--- src/rtl/core/irps_pkg.sv ---
// Package for the IR pulse/space timer.
// Holds the fixed field widths, register indexes and conversion constants.
// No dependencies.
package irps_pkg;

	localparam int SAMPLE_WIDTH = 8;
	localparam int PIN_WIDTH = 3;
	localparam int BAUD_WIDTH = 22;
	localparam int CFG_ADDR_WIDTH = 1;
	localparam int CFG_DATA_WIDTH = BAUD_WIDTH;

	localparam logic [CFG_ADDR_WIDTH-1:0] REG_PIN_SELECT = 1'd0;
	localparam logic [CFG_ADDR_WIDTH-1:0] REG_BAUD_SETTING = 1'd1;

	localparam logic [PIN_WIDTH-1:0] PIN_SELECT_RESET = 3'd1;
	localparam logic [BAUD_WIDTH-1:0] BAUD_SETTING_RESET = 22'd4800;

	// One microsecond conversion factor, used as a 20-bit shift-add constant.
	localparam int MUL_BITS = 20;
	localparam logic [MUL_BITS-1:0] US_PER_SECOND = 20'd1000000;

	// The sample rate is sixteen times the baud rate.
	localparam int SPB_SHIFT = 4;
	localparam int DIVISOR_WIDTH = BAUD_WIDTH + SPB_SHIFT;

endpackage

--- src/rtl/core/irps_divider.sv ---
// Sample count to microsecond converter for the IR pulse/space timer.
// Computes count*1000000/(baud*16), clamped, with one shared adder.
// Depends on irps_pkg.
module irps_divider #(
	parameter int DURATION_WIDTH = 24,
	parameter int COUNT_WIDTH = 32
) (
	input  logic                              clk,
	input  logic                              arst_n,
	input  logic                              start,
	input  logic [COUNT_WIDTH-1:0]            count,
	input  logic [irps_pkg::BAUD_WIDTH-1:0]   baud,
	output logic                              done,
	output logic [DURATION_WIDTH-1:0]         quotient
);

	localparam int DW = DURATION_WIDTH;
	localparam int DVW = irps_pkg::DIVISOR_WIDTH;
	localparam int PW = COUNT_WIDTH + irps_pkg::MUL_BITS;
	localparam int SW = DVW + DW;
	localparam int AW = (PW > SW) ? PW : SW;
	localparam int STEPS = (irps_pkg::MUL_BITS > DW) ? irps_pkg::MUL_BITS : DW;
	localparam int CNTW = $clog2(STEPS);
	localparam int MIDXW = $clog2(irps_pkg::MUL_BITS);

	typedef enum logic [1:0] {
		D_IDLE,
		D_MUL,
		D_CMP,
		D_DIV
	} dstate_t;

	dstate_t                   state_q;
	logic [COUNT_WIDTH-1:0]    mcand_q;
	logic [DVW-1:0]            divisor_q;
	logic [AW-1:0]             acc_q;
	logic [DVW-1:0]            rem_q;
	logic [DW-1:0]             quo_q;
	logic [CNTW-1:0]           cnt_q;
	logic                      done_q;

	logic [AW-1:0]             alu_a;
	logic [AW-1:0]             alu_b;
	logic                      alu_sub;
	logic [AW:0]               alu_sum;
	logic                      alu_carry;
	logic [DVW:0]              trial;

	assign trial = {rem_q, acc_q[DW-1]};

	always_comb begin
		alu_a = acc_q;
		alu_b = '0;
		alu_sub = 1'b0;
		case (state_q)
			D_MUL: begin
				alu_a = acc_q << 1;
				alu_b = irps_pkg::US_PER_SECOND[cnt_q[MIDXW-1:0]] ? AW'(mcand_q) : '0;
			end
			D_CMP: begin
				alu_b = AW'({divisor_q, {DW{1'b0}}});
				alu_sub = 1'b1;
			end
			D_DIV: begin
				alu_a = AW'(trial);
				alu_b = AW'(divisor_q);
				alu_sub = 1'b1;
			end
			default: begin
				alu_a = acc_q;
			end
		endcase
		alu_sum = {1'b0, alu_a} + {1'b0, (alu_sub ? ~alu_b : alu_b)} + (AW+1)'(alu_sub);
		alu_carry = alu_sum[AW];
	end

	always_ff @(posedge clk or negedge arst_n) begin
		if (!arst_n) begin
			state_q <= D_IDLE;
			done_q <= 1'b0;
			cnt_q <= '0;
		end else begin
			done_q <= 1'b0;
			case (state_q)
				D_IDLE: begin
					if (start) begin
						mcand_q <= count;
						divisor_q <= {baud, {irps_pkg::SPB_SHIFT{1'b0}}};
						acc_q <= '0;
						cnt_q <= CNTW'(irps_pkg::MUL_BITS - 1);
						if (baud == '0) begin
							quo_q <= '1;
							done_q <= 1'b1;
						end else begin
							state_q <= D_MUL;
						end
					end
				end
				D_MUL: begin
					acc_q <= alu_sum[AW-1:0];
					if (cnt_q == '0) begin
						state_q <= D_CMP;
					end else begin
						cnt_q <= cnt_q - 1'b1;
					end
				end
				D_CMP: begin
					if (alu_carry) begin
						quo_q <= '1;
						done_q <= 1'b1;
						state_q <= D_IDLE;
					end else begin
						rem_q <= acc_q[SW-1:DW];
						cnt_q <= CNTW'(DW - 1);
						state_q <= D_DIV;
					end
				end
				D_DIV: begin
					if (alu_carry) begin
						rem_q <= alu_sum[DVW-1:0];
					end else begin
						rem_q <= trial[DVW-1:0];
					end
					quo_q <= {quo_q[DW-2:0], alu_carry};
					acc_q <= acc_q << 1;
					if (cnt_q == '0) begin
						done_q <= 1'b1;
						state_q <= D_IDLE;
					end else begin
						cnt_q <= cnt_q - 1'b1;
					end
				end
				default: begin
					state_q <= D_IDLE;
				end
			endcase
		end
	end

	assign done = done_q;
	assign quotient = quo_q;

endmodule

--- src/rtl/core/ir_pulse_space_timer.sv ---
// Top level of the IR pulse/space timer: level tracking, sample counter,
// configuration registers and result register.
// Depends on irps_pkg and irps_divider.
//
//  Channel  | Signals                               | Direction
//  ---------+---------------------------------------+----------
//  config   | cfg_we, cfg_addr, cfg_wdata           | in
//  sample   | sample_valid/ready, sample_byte       | in
//  result   | result_valid/ready, duration_us,      | out
//           | is_pulse                              |
//
// A sample without a level change is accepted at once and the next can follow straight after.
// A sample with a level change holds off the next beat while 20 shift-add steps, one range
// compare and DURATION_WIDTH restoring steps run through one adder, and the result register
// is then loaded before the next sample is accepted.
// An overflowing quotient ends after the compare; a zero baud setting skips all steps.
// Reset clears the level, the count and the result register.
// A full result register stalls the block until the waiting beat is taken downstream.
module ir_pulse_space_timer #(
	parameter int DURATION_WIDTH = 24,
	parameter int COUNT_WIDTH = 32
) (
	input  logic                                 clk,
	input  logic                                 arst_n,
	input  logic                                 cfg_we,
	input  logic [irps_pkg::CFG_ADDR_WIDTH-1:0]  cfg_addr,
	input  logic [irps_pkg::CFG_DATA_WIDTH-1:0]  cfg_wdata,
	input  logic                                 sample_valid,
	output logic                                 sample_ready,
	input  logic [irps_pkg::SAMPLE_WIDTH-1:0]    sample_byte,
	output logic                                 result_valid,
	input  logic                                 result_ready,
	output logic [DURATION_WIDTH-1:0]            duration_us,
	output logic                                 is_pulse
);

	typedef enum logic [1:0] {
		ST_IDLE,
		ST_CALC,
		ST_WAIT
	} state_t;

	state_t                              state_q;
	logic [irps_pkg::PIN_WIDTH-1:0]      pin_select_q;
	logic [irps_pkg::BAUD_WIDTH-1:0]     baud_setting_q;
	logic                                prev_level_q;
	logic                                known_q;
	logic [COUNT_WIDTH-1:0]              count_q;
	logic                                pulse_q;
	logic                                out_valid_q;
	logic [DURATION_WIDTH-1:0]           duration_q;
	logic                                is_pulse_q;

	logic                                level;
	logic                                change;
	logic [COUNT_WIDTH-1:0]              count_next;
	logic                                div_start;
	logic                                div_done;
	logic [DURATION_WIDTH-1:0]           div_quotient;
	logic                                out_free;
	logic                                out_load;

	assign level = sample_byte[pin_select_q];
	assign change = !known_q || (level != prev_level_q);
	assign count_next = (count_q == '1) ? count_q : count_q + 1'b1;
	assign sample_ready = (state_q == ST_IDLE);
	assign div_start = (state_q == ST_IDLE) && sample_valid && change;
	assign out_free = !out_valid_q || result_ready;
	assign out_load = (((state_q == ST_CALC) && div_done) || (state_q == ST_WAIT)) && out_free;

	irps_divider #(
		.DURATION_WIDTH(DURATION_WIDTH),
		.COUNT_WIDTH(COUNT_WIDTH)
	) u_divider (
		.clk(clk),
		.arst_n(arst_n),
		.start(div_start),
		.count(count_next),
		.baud(baud_setting_q),
		.done(div_done),
		.quotient(div_quotient)
	);

	always_ff @(posedge clk or negedge arst_n) begin
		if (!arst_n) begin
			state_q <= ST_IDLE;
			pin_select_q <= irps_pkg::PIN_SELECT_RESET;
			baud_setting_q <= irps_pkg::BAUD_SETTING_RESET;
			prev_level_q <= 1'b0;
			known_q <= 1'b0;
			count_q <= '0;
			pulse_q <= 1'b0;
			out_valid_q <= 1'b0;
			duration_q <= '0;
			is_pulse_q <= 1'b0;
		end else begin
			if (cfg_we) begin
				case (cfg_addr)
					irps_pkg::REG_PIN_SELECT: pin_select_q <= cfg_wdata[irps_pkg::PIN_WIDTH-1:0];
					irps_pkg::REG_BAUD_SETTING: baud_setting_q <= cfg_wdata;
					default: begin
					end
				endcase
			end
			if (out_load) begin
				out_valid_q <= 1'b1;
				duration_q <= div_quotient;
				is_pulse_q <= pulse_q;
			end else if (result_ready) begin
				out_valid_q <= 1'b0;
			end
			case (state_q)
				ST_IDLE: begin
					if (sample_valid) begin
						if (change) begin
							prev_level_q <= level;
							known_q <= 1'b1;
							count_q <= '0;
							pulse_q <= level;
							state_q <= ST_CALC;
						end else begin
							count_q <= count_next;
						end
					end
				end
				ST_CALC: begin
					if (div_done) begin
						if (out_free) begin
							state_q <= ST_IDLE;
						end else begin
							state_q <= ST_WAIT;
						end
					end
				end
				ST_WAIT: begin
					if (out_free) begin
						state_q <= ST_IDLE;
					end
				end
				default: begin
					state_q <= ST_IDLE;
				end
			endcase
		end
	end

	assign result_valid = out_valid_q;
	assign duration_us = duration_q;
	assign is_pulse = is_pulse_q;

endmodule
--- config.mk ---
export PLATFORM = sky130hd
export DESIGN_NAME = ir_pulse_space_timer
export DESIGN_NICKNAME = d
export VERILOG_FILES = /design/src/rtl/core/irps_pkg.sv /design/src/rtl/core/irps_divider.sv /design/src/rtl/core/ir_pulse_space_timer.sv
export SDC_FILE = /design/constraint.sdc
export NUM_CORES = 1
export LEC_CHECK = 0
export BUFFER_PORTS_ARGS = -buffer_cell sky130_fd_sc_hd__buf_2
export CAP_MARGIN = 20
export CORE_MARGIN = 2
export CORE_UTILIZATION = 55
export DETAILED_ROUTE_END_ITERATION = 16
export PLACE_DENSITY_LB_ADDON = 0.12
export REMOVE_ABC_BUFFERS = 1
export SKIP_LAST_GASP = 1
export SLEW_MARGIN = 20
export SYNTH_ARGS = -nofsm -noshare
export SYNTH_HDL_FRONTEND = slang
export SYNTH_HIERARCHICAL = 1
export SYNTH_SLANG_ARGS = --single-unit
--- constraint.sdc ---
create_clock -name clk -period 17.7 [get_ports clk]
set_input_delay 5.31 -clock clk [delete_from_list [all_inputs] [get_ports clk]]
set_output_delay 5.31 -clock clk [all_outputs]
set_load 0.01 [all_outputs]
==> impl_metrics.toml, run 1 <==
[clock_network]
cts_tree = "built"
cts_repair_resize_count = 0
cts.clk_slew.worst_paths_ns = 0.06
cts-hold-fix-buffers = 0
post_cts.repair.setup_buffers = 0
clockRootBuffer = "clkbuf_16"
cts-htree-levels = 1
clk-insertion-delay-late_ns = 0.56
max_root_sink_buffers = 3
numCtsBuffers = 27
num_clock_sinks = 251

[detailed_routing]
route.detailed.vias_per_inst = 6.225
antenna_left = 0
initialDrtViolationCount = 1133
totalWireLength_mm = 38.71
post_drt_wl_per_cell_um = 20.07
drcViolationCount = 0
drt_pre_antenna_iters = 6
via_count = 12010

[min_path]
worst_hold_path_cells = 0
min_path_type = "reg2reg"

[finish]
multi_input_area_um2 = 7636
antenna_cells_inserted = 0
finish.utilization_pct = 61.52
area.growth.synth_to_final_pct = 9.239
layout-drive-gt1-share_pct = 15.74
fillerInstances = 2306
final_net_count = 1629
layout.cells.non_filler = 1929
sequential_cell_area_um2 = 7073

[die]
initial_core_util_pct = 56.32
chipHeight_um = 170.6
floorplan.die.width_um = 170.6
std_cell_rows = 60
fp.coreArea_um2 = 27100
fp.dieArea_um2 = 29100
floorplan.io_pins = 63

[global_routing]
grt_total_ovfl = 0
first_global_vias = 11500
grt_first_pass_wirelength_mm = 62.15
number_of_antenna_violations_at_the_first_check_in_global_routing = 0
global_route.usage.total_pct = 26.89
grt_max_degree = 102

[sta]
skew_ns = 0.01373
unrepaired_setup_endpoints_after_global_routing = "no"
finalHoldViolCount = 0
fin_crit_ns = 7.851
timing.final.crit_share_pct = 44.36
setup-violations-final = 0
slew_headroom_pct = 30.70
peak_clock_frequency_supported_by_timing_mhz = 127.4
finalSetupTns_ns = 0
worst_pin_slew_ns = 1.039
report.final.slew_viol_count = 0

[pwr]
clockPowerShare_pct = 15.1
pwr_density_cell_nw_per_um2 = 232.2
power_frac_seq_pct = 26.4
power_frac_comb_pct = 58.5
ir_drop_mv = 0.1010
net-switching-power_mw = 1.751
cellInternalPower_mw = 2.120
post-layout-total-power_mw = 3.872
cellLeakagePower_nw = 6.424
swShare_pct = 45.23

[synth]
edff_count_synth = 156
yosys_register_bits = 251
postSynth.asyncResetShare_pct = 37.85
synth-warning-count = 6
mean_instance_size_in_the_synthesized_netlist_um2 = 9.962
post-synth-top-area-fraction_pct = 30.69
syn-instance-count = 1532
synthDistinctLibCells = 82
syn-cell-area_um2 = 15260
synthTopCellsByArea = "edfxtp_1 (31%), dfrtp_1 (15%), a21oi_1 (5.2%), mux2_2 (4.6%), ha_1 (4.6%)"
synth-seq-area-share_pct = 46.31
dominantRegCellSynth = "edfxtp_1"
post-synth-top-area-cell = "edfxtp_1"

[worst_setup_path]
ordered_list_of_cells_on_the_worst_path = "buf_2 > mux2_1 > mux4_2 > mux2i_2 > nor2_1 > nor2b_1 > nor2_1 > nor2b_4 > buf_4"
crit_required_ns = 17.88
cpMostUsedCell = "nor2_1"
startpoint_type = "input port"
critical_path_class = "in2reg"
critical_path.endpoint_type = "register"
critPathMaxStageDelay_ns = 0.60
worstPathArrival_ns = 8.03
crit_fanout = 52
critPathSlowestCell = "buf_4"
worst-r2r-cell-count = 19

[placed_design]
gp_congestion = 0.8988
place_hpwl_mm = 26.50
dp.cells = 1879
place.port_buffers = 62

[status]
run_status = "finished clean"

[run]
number_of_max_cap_violations = 0
[metal layers]
| layer | vias up | GRT usage, % | wire, um |
|---|---|---|---|
| met1 | 5823 | 37.88 | 17420 |
| met3 | 63 | 4.788 | 2428 |
| met5 | - | 0 | 0 |
| met2 | 368 | 43.23 | 17980 |
| li1 | 5754 | - | - |
| met4 | 0 | 6.726 | 879 |
[power by group through the flow]
stage          registers [mW]  logic, mW  clock network (mW)
6_report                 1.02       2.26               0.585
5_1_grt                  1.05       2.51               0.619
4_1_cts                  1.02       2.23               0.597
3_5_place_dp             1.03       2.22                   0
3_3_place_gp             1.03       2.19                   0
2_1_floorplan            1.02       1.68                   0
[worst paths after layout]
kind | slack (ns) | from | endpoint
setup / recovery | 9.85 | sample_byte[7] | u_divider/acc_q[0]
hold / removal | 0.48 | baud_setting_q[16] | u_divider/divisor_q[20]
setup reg to reg | 11.61 | u_divider/cnt_q[1] | u_divider/rem_q[6]
hold reg to reg | 0.48 | baud_setting_q[16] | u_divider/divisor_q[20]
max in group asynchronous | 11.79 | arst_n | count_q[31]
min in group asynchronous | 4.77 | arst_n | pin_select_q[2]
[critical path: cells and delay by family]
kind | cells | cell delay, ns
and+or+nand+nor | 4 | 0.78
muxes | 3 | 1.21
buffers and inverters | 2 | 0.69
[cell type report]
type                       count  area share (%)
clock inverter                11          0.9006
sequential                   251           42.42
tap                          372           2.792
timing repair buffer          78           2.597
clock buffer                  39           4.563
multi-input combinational   1137           45.80
inverter                      41          0.9231
[cell usage after synthesis, types with 5 or more instances]
| cell type | n |
|---|---|
| mux2_2 | 63 |
| nand2b_1 | 8 |
| buf_4 | 5 |
| or3_1 | 20 |
| o221ai_1 | 10 |
| and4_1 | 9 |
| nor4_1 | 17 |
| or2_2 | 24 |
| o21a_1 | 6 |
| and3_1 | 19 |
| a221o_1 | 5 |
| nor2b_1 | 7 |
| dfstp_2 | 5 |
| nand4_1 | 21 |
| nand3_1 | 41 |
| o211ai_1 | 16 |
| dfrtp_1 | 90 |
| a22o_1 | 34 |
| xor2_1 | 22 |
| buf_2 | 20 |
| clkbuf_1 | 62 |
| nor2_1 | 98 |
| a21o_1 | 29 |
| a211o_1 | 5 |
| o21ai_0 | 67 |
| a211oi_1 | 5 |
| a41oi_1 | 9 |
| a31oi_1 | 44 |
| edfxtp_1 | 156 |
| mux2i_1 | 36 |
| a21oi_1 | 159 |
| xnor2_1 | 44 |
| o31ai_1 | 6 |
| buf_1 | 14 |
| a31o_2 | 6 |
| ha_1 | 56 |
| o21bai_1 | 6 |
| nand2_1 | 147 |
| and2_1 | 17 |
| nor3_1 | 22 |
| inv_1 | 41 |
[sequential cells by signal (all words and copies together), names as in the netlist, 3 cells and up]
signal / count
baud_setting_q: 22
count_q: 32
duration_us: 24
pin_select_q: 3
u_divider/acc_q: 52
u_divider/cnt_q: 5
u_divider/divisor_q: 22
u_divider/mcand_q: 32
u_divider/quotient: 24
u_divider/rem_q: 26
[cells by family after synthesis]
logic type / synth area share [%]
xor gates and xnor gates: 3.787
muxes: 7.419
buffers and inverters: 3.927
adders and majority gates: 4.722
AOI/OAI and AO/OA: 19.34
DFF: 46.31
and+or+nand+nor: 14.49
[per-stage QoR]
| stage | instance area (um^2) | worst slack, ns | hold WS (ns) |
|---|---|---|---|
| 5_1_grt | 16670 | 9.676 | 0.4953 |
| 3_5_place_dp | 15760 | 9.205 | 0.4614 |
| 2_1_floorplan | 14820 | 7.844 | 0.4329 |
| 6_report | 16670 | 9.849 | 0.4804 |
| 3_3_place_gp | 15760 | 9.203 | 0.4597 |
| 4_1_cts | 16670 | 9.777 | 0.4787 |
[cell usage in the layout, fill, tap and decap left out, types with 17 or more instances in the layout]
cell type / n
nand3_1: 41
nor3_1: 22
and2_1: 17
a22o_1: 34
dfrtp_1: 88
or3_1: 20
inv_1: 40
a21oi_1: 157
nand4_1: 21
o21ai_0: 66
nor4_1: 17
edfxtp_1: 156
and3_1: 18
buf_4: 17
nand2_1: 146
ha_1: 56
a31oi_1: 44
mux2i_1: 36
xor2_1: 22
nor2_1: 96
xnor2_1: 44
a21o_1: 29
or2_2: 24
buf_2: 61
mux2_2: 63
clkbuf_16: 27
(Power assumes the default switching activity.)
==> run 2, diff against run 1 <==
==> constraint.sdc (replaced) <==
create_clock -name clk -period 6.6 [get_ports clk]
set_input_delay 1.98 -clock clk [delete_from_list [all_inputs] [get_ports clk]]
set_output_delay 1.98 -clock clk [all_outputs]
set_load 0.01 [all_outputs]
==> impl_metrics.toml, run 2 (synthesized netlist as in run 1, its figures left out) <==
[die]
chipHeight_um = 170.6
initial_core_util_pct = 56.32
floorplan.io_pins = 63
fp.dieArea_um2 = 29100
std_cell_rows = 60
floorplan.die.width_um = 170.6
fp.coreArea_um2 = 27100

[global_routing]
grt_total_ovfl = 0
global_route.usage.total_pct = 28.47
first_global_vias = 11610
number_of_antenna_violations_at_the_first_check_in_global_routing = 1
grt_first_pass_wirelength_mm = 65.27
grt_max_degree = 101

[placed_design]
place_hpwl_mm = 29.34
gp_congestion = 0.9347
pre_cts_slack_ns = 1.256
dp.cells = 1883
place.port_buffers = 62
placed_area_um2 = 15800

[clock_network]
cts-htree-levels = 1
numCtsBuffers = 30
cts_repair_resize_count = 0
clockRootBuffer = "clkbuf_16"
clk-insertion-delay-late_ns = 0.58
num_clock_sinks = 251
cts.clk_slew.worst_paths_ns = 0.06
post_cts.repair.setup_buffers = 0
cts-hold-fix-buffers = 0
cts_tree = "built"
max_root_sink_buffers = 3

[finish]
area.growth.synth_to_final_pct = 10.16
largest_register_by_flop_count = "u_divider/acc_q"
largest_register_ffs = 52
antenna_cells_inserted = 0
fillerInstances = 2257
layout-drive-gt1-share_pct = 15.79
most-common-layout-cells = "a21oi_1 (157), edfxtp_1 (156), nand2_1 (146)"
final_net_count = 1636
final_common_cell = "a21oi_1"
finish.utilization_pct = 62.04
final_area_um2 = 16810
sequential_cell_area_um2 = 7073
multi_input_area_um2 = 7632
layout.cells.non_filler = 1936
largestRegisters = "u_divider/acc_q: 52 flops, count_q: 32 flops, u_divider/mcand_q: 32 flops"

[sta]
unrepaired_setup_endpoints_after_global_routing = "no"
skew_ns = 0.03653
layout_setup_ws_ns = 1.194
worst_pin_slew_ns = 1.037
finalSetupTns_ns = 0
slew_headroom_pct = 30.88
peak_clock_frequency_supported_by_timing_mhz = 185.0
setup-violations-final = 0
timing.final.crit_share_pct = 81.91
timing.hold.ws_ns = 0.4770
finalHoldViolCount = 0
report.final.slew_viol_count = 0
fin_crit_ns = 5.406

[worst_setup_path]
worstPathArrival_ns = 5.61
critical_path_class = "reg2reg"
crit_required_ns = 6.80
crit_fanout = 26
critical_path.endpoint_type = "register"
startpoint_type = "register"

[pwr]
cellLeakagePower_nw = 6.496
pwr_density_cell_nw_per_um2 = 630.8
post-layout-total-power_mw = 10.61
ir_drop_mv = 0.3070

[detailed_routing]
via_count = 12200
post_drt_wl_per_cell_um = 21.34
drt_pre_antenna_iters = 5
drcViolationCount = 0
route.detailed.vias_per_inst = 6.303
totalWireLength_mm = 41.32
antenna_left = 0
initialDrtViolationCount = 1449

[status]
run_status = "finished clean"

[run]
number_of_max_cap_violations = 0

[min_path]
min_path_type = "reg2reg"
run 2: final cells by class:
class                      instances  share of cell area, %
sequential                       251                  42.07
inverter                          41                 0.9154
tap                              372                  2.768
clock buffer                      44                  5.023
timing repair buffer              82                  2.828
multi-input combinational       1137                  45.40
clock inverter                     9                 0.9972
run 2: final timing paths:
path | cells past startpoint | slack (ns) | to | from
worst max-delay path | 20 | 1.19 | u_divider/rem_q[18] | u_divider/cnt_q[1]
worst min-delay path | 0 | 0.48 | u_divider/divisor_q[23] | baud_setting_q[19]
worst max register to register | 20 | 1.19 | u_divider/rem_q[18] | u_divider/cnt_q[1]
worst min register to register | 0 | 0.48 | u_divider/divisor_q[23] | baud_setting_q[19]
max in group asynchronous | 2 | 4.00 | baud_setting_q[19] | arst_n
min in group asynchronous | 1 | 1.37 | count_q[0] | arst_n
run 2: worst max-delay path, cell delays in order (launching register included):
cell and delay, ns:
dfrtp_1 0.42, inv_1 0.11, ha_1 0.14, nand2_1 0.05, o21ai_0 0.46, and2_1 0.20, buf_4 0.30, a21oi_1 0.12
a31oi_1 0.34, ha_1 0.39, a221o_1 0.38, a31oi_1 0.17, o32a_1 0.20, nand3_2 0.15, a21oi_2 0.33, o21ai_4 0.12
o21ai_4 0.22, o21ai_4 0.08, buf_4 0.26, a21oi_2 0.17, buf_4 0.36
run 2: power breakdown:
group | switching, mW | leakage, nW | internal (mW)
Combinational | 3.72 | 3.54 | 2.45
Clock | 0.638 | 0.488 | 1.04
Sequential | 0.417 | 2.46 | 2.34
run 2: per-layer routing:
| metal | wire [um] | vias up | global-route usage (%) | part of all wire (%) |
|---|---|---|---|---|
| met5 | 13 | - | 0 | 0.031 |
| met4 | 968 | 2 | 7.172 | 2.3 |
| met3 | 2301 | 69 | 3.308 | 5.6 |
| met2 | 19780 | 388 | 47.67 | 48 |
| met1 | 18250 | 5974 | 39.64 | 44 |
| li1 | - | 5769 | - | - |
==> run 3, diff against run 2 <==
==> constraint.sdc (replaced) <==
create_clock -name clk -period 5.13 [get_ports clk]
set_input_delay 1.539 -clock clk [delete_from_list [all_inputs] [get_ports clk]]
set_output_delay 1.539 -clock clk [all_outputs]
set_load 0.01 [all_outputs]
==> impl_metrics.toml, run 3 (synthesized netlist as in run 1, its figures left out) <==
[finish]
antenna_cells_inserted = 0
finish.utilization_pct = 62.79
final_area_um2 = 17020
most-common-layout-cells = "a21oi_1 (157), edfxtp_1 (156), nand2_1 (146)"
area.growth.synth_to_final_pct = 11.50
layout.cells.non_filler = 1950
largest_register_by_flop_count = "u_divider/acc_q"
largest_register_ffs = 52
final_net_count = 1649
final_common_cell = "a21oi_1"
layout-drive-gt1-share_pct = 17.17
largestRegisters = "u_divider/acc_q: 52 flops, count_q: 32 flops, u_divider/mcand_q: 32 flops"

[pwr]
cellLeakagePower_nw = 6.613
pwr_density_cell_nw_per_um2 = 814.7
power_frac_comb_pct = 58.9
clockPowerShare_pct = 15.9
net-switching-power_mw = 6.191
swShare_pct = 44.65
power_frac_seq_pct = 25.3
cellInternalPower_mw = 7.673
ir_drop_mv = 0.3650
post-layout-total-power_mw = 13.86

[die]
initial_core_util_pct = 56.32
std_cell_rows = 60
fp.coreArea_um2 = 27100
fp.dieArea_um2 = 29100
floorplan.io_pins = 63
chipHeight_um = 170.6
floorplan.die.width_um = 170.6

[worst_setup_path]
rrSetupSlack_ns = 0.27
ordered_list_of_cells_on_the_worst_path = "inv_1 > ha_1 > nand2_1 > o21ai_0 > buf_4 > and2_1 > buf_12 > a21oi_1 > a31oi_1 > ha_1 > nand4_1 > or2_1 > o32a_1 > nand3_2 > a21oi_2 > o21ai_4 > o21ai_4 > o21ai_4 > buf_6 > mux2i_1 > mux2_2"
critical_path_class = "reg2reg"
startpoint_type = "register"
cpMostUsedCell = "o21ai_4"
critPathMaxStageDelay_ns = 0.41
critical-path-top-delay-family = "compound AO/OA/AOI/OAI gates"
critical_path.endpoint_type = "register"
timing.critical_path.buf_inv = 4
crit_fanout = 26
crit_required_ns = 5.42
worstPathArrival_ns = 5.15
timing.critical_path.depth = 21
worst-r2r-cell-count = 21
critPathSlowestCell = "dfrtp_1"

[placed_design]
place.port_buffers = 62
place_hpwl_mm = 28.05
placed_area_um2 = 15990
dp.cells = 1898
gp_congestion = 0.9687
pre_cts_slack_ns = 0.2541

[detailed_routing]
antenna_left = 0
initialDrtViolationCount = 1309
drt_pre_antenna_iters = 6
via_count = 12200
totalWireLength_mm = 39.86
route.detailed.vias_per_inst = 6.255
drcViolationCount = 0
post_drt_wl_per_cell_um = 20.44

[global_routing]
number_of_antenna_violations_at_the_first_check_in_global_routing = 0
grt_max_degree = 101
grt_total_ovfl = 0
first_global_vias = 11630
grt_first_pass_wirelength_mm = 63.42
global_route.usage.total_pct = 27.61

[sta]
setup-violations-final = 0
fin_crit_ns = 4.862
unrepaired_setup_endpoints_after_global_routing = "yes"
finalSetupTns_ns = 0
skew_ns = 0.01937
finalHoldViolCount = 0
slew_headroom_pct = 44.55
peak_clock_frequency_supported_by_timing_mhz = 205.7
timing.final.crit_share_pct = 94.77
layout_setup_ws_ns = 0.2683
report.final.slew_viol_count = 0
worst_pin_slew_ns = 0.8281
timing.hold.ws_ns = 0.4740

[clock_network]
clockRootBuffer = "clkbuf_16"
max_root_sink_buffers = 3
cts_tree = "built"
num_clock_sinks = 251
numCtsBuffers = 28
cts.clk_slew.worst_paths_ns = 0.06
cts-htree-levels = 1
clk-insertion-delay-late_ns = 0.55

[run]
number_of_max_cap_violations = 0

[status]
run_status = "finished clean"

[min_path]
min_path_type = "reg2reg"
worst_hold_path_cells = 0
==> run 3: cell types whose count changed in the layout (fill, tap and decap cells not counted), moves of 2 or more <==
cell	before	now
clkbuf_1	11	2
buf_4	20	28
buf_12	1	7
clkinv_2	2	6
clkinv_4	0	3
inv_6	0	2
==> run 3: cell type report <==
class / instances / area (um^2)
Inverter: 41 / 153.9
Sequential cell: 251 / 7073
Timing Repair Buffer: 97 / 666.9
Clock buffer: 34 / 785.8
Fill cell: 2193 / 10080
Tap cell: 372 / 465.4
Multi-Input combinational cell: 1137 / 7639
Clock inverter: 18 / 234.0
==> run 3: what timing repair did <==
| item | 4_1_cts | 5_1_grt |
|---|---|---|
| hold buffers | 0 | 0 |
| buffers inserted | 0 | 0 |
| resized for setup | 0 | 2 |
| setup endpoints to repair | 0 | 10 |
==> run 3: path summary, 6_finish.rpt <==
path / start / to
max in group asynchronous: arst_n / u_divider/state_q[1]
max: u_divider/cnt_q[1] / u_divider/rem_q[22]
max reg2reg: u_divider/cnt_q[1] / u_divider/rem_q[22]
min: baud_setting_q[18] / u_divider/divisor_q[22]
min in group asynchronous: arst_n / state_q[1]
min reg2reg: baud_setting_q[18] / u_divider/divisor_q[22]
==> run 3: routing by layer <==
metal | up-vias | part of all wire (%) | GRT usage [%]
li1 | 5799 | - | -
met1 | 5871 | 45 | 38.91
met2 | 441 | 46 | 44.11
met3 | 86 | 6.7 | 4.141
met4 | 0 | 3.0 | 8.807
met5 | - | 0 | 0
==> run 3: power by group through the flow <==
stage               logic, mW  clock network (mW)  registers, mW
floorplan                5.79                   0           3.50
global placement         7.89                   0           3.52
detailed placement       7.97                   0           3.53
CTS                      8.03                2.24           3.50
global route             9.00                2.31           3.57
finish                   8.16                2.20           3.50
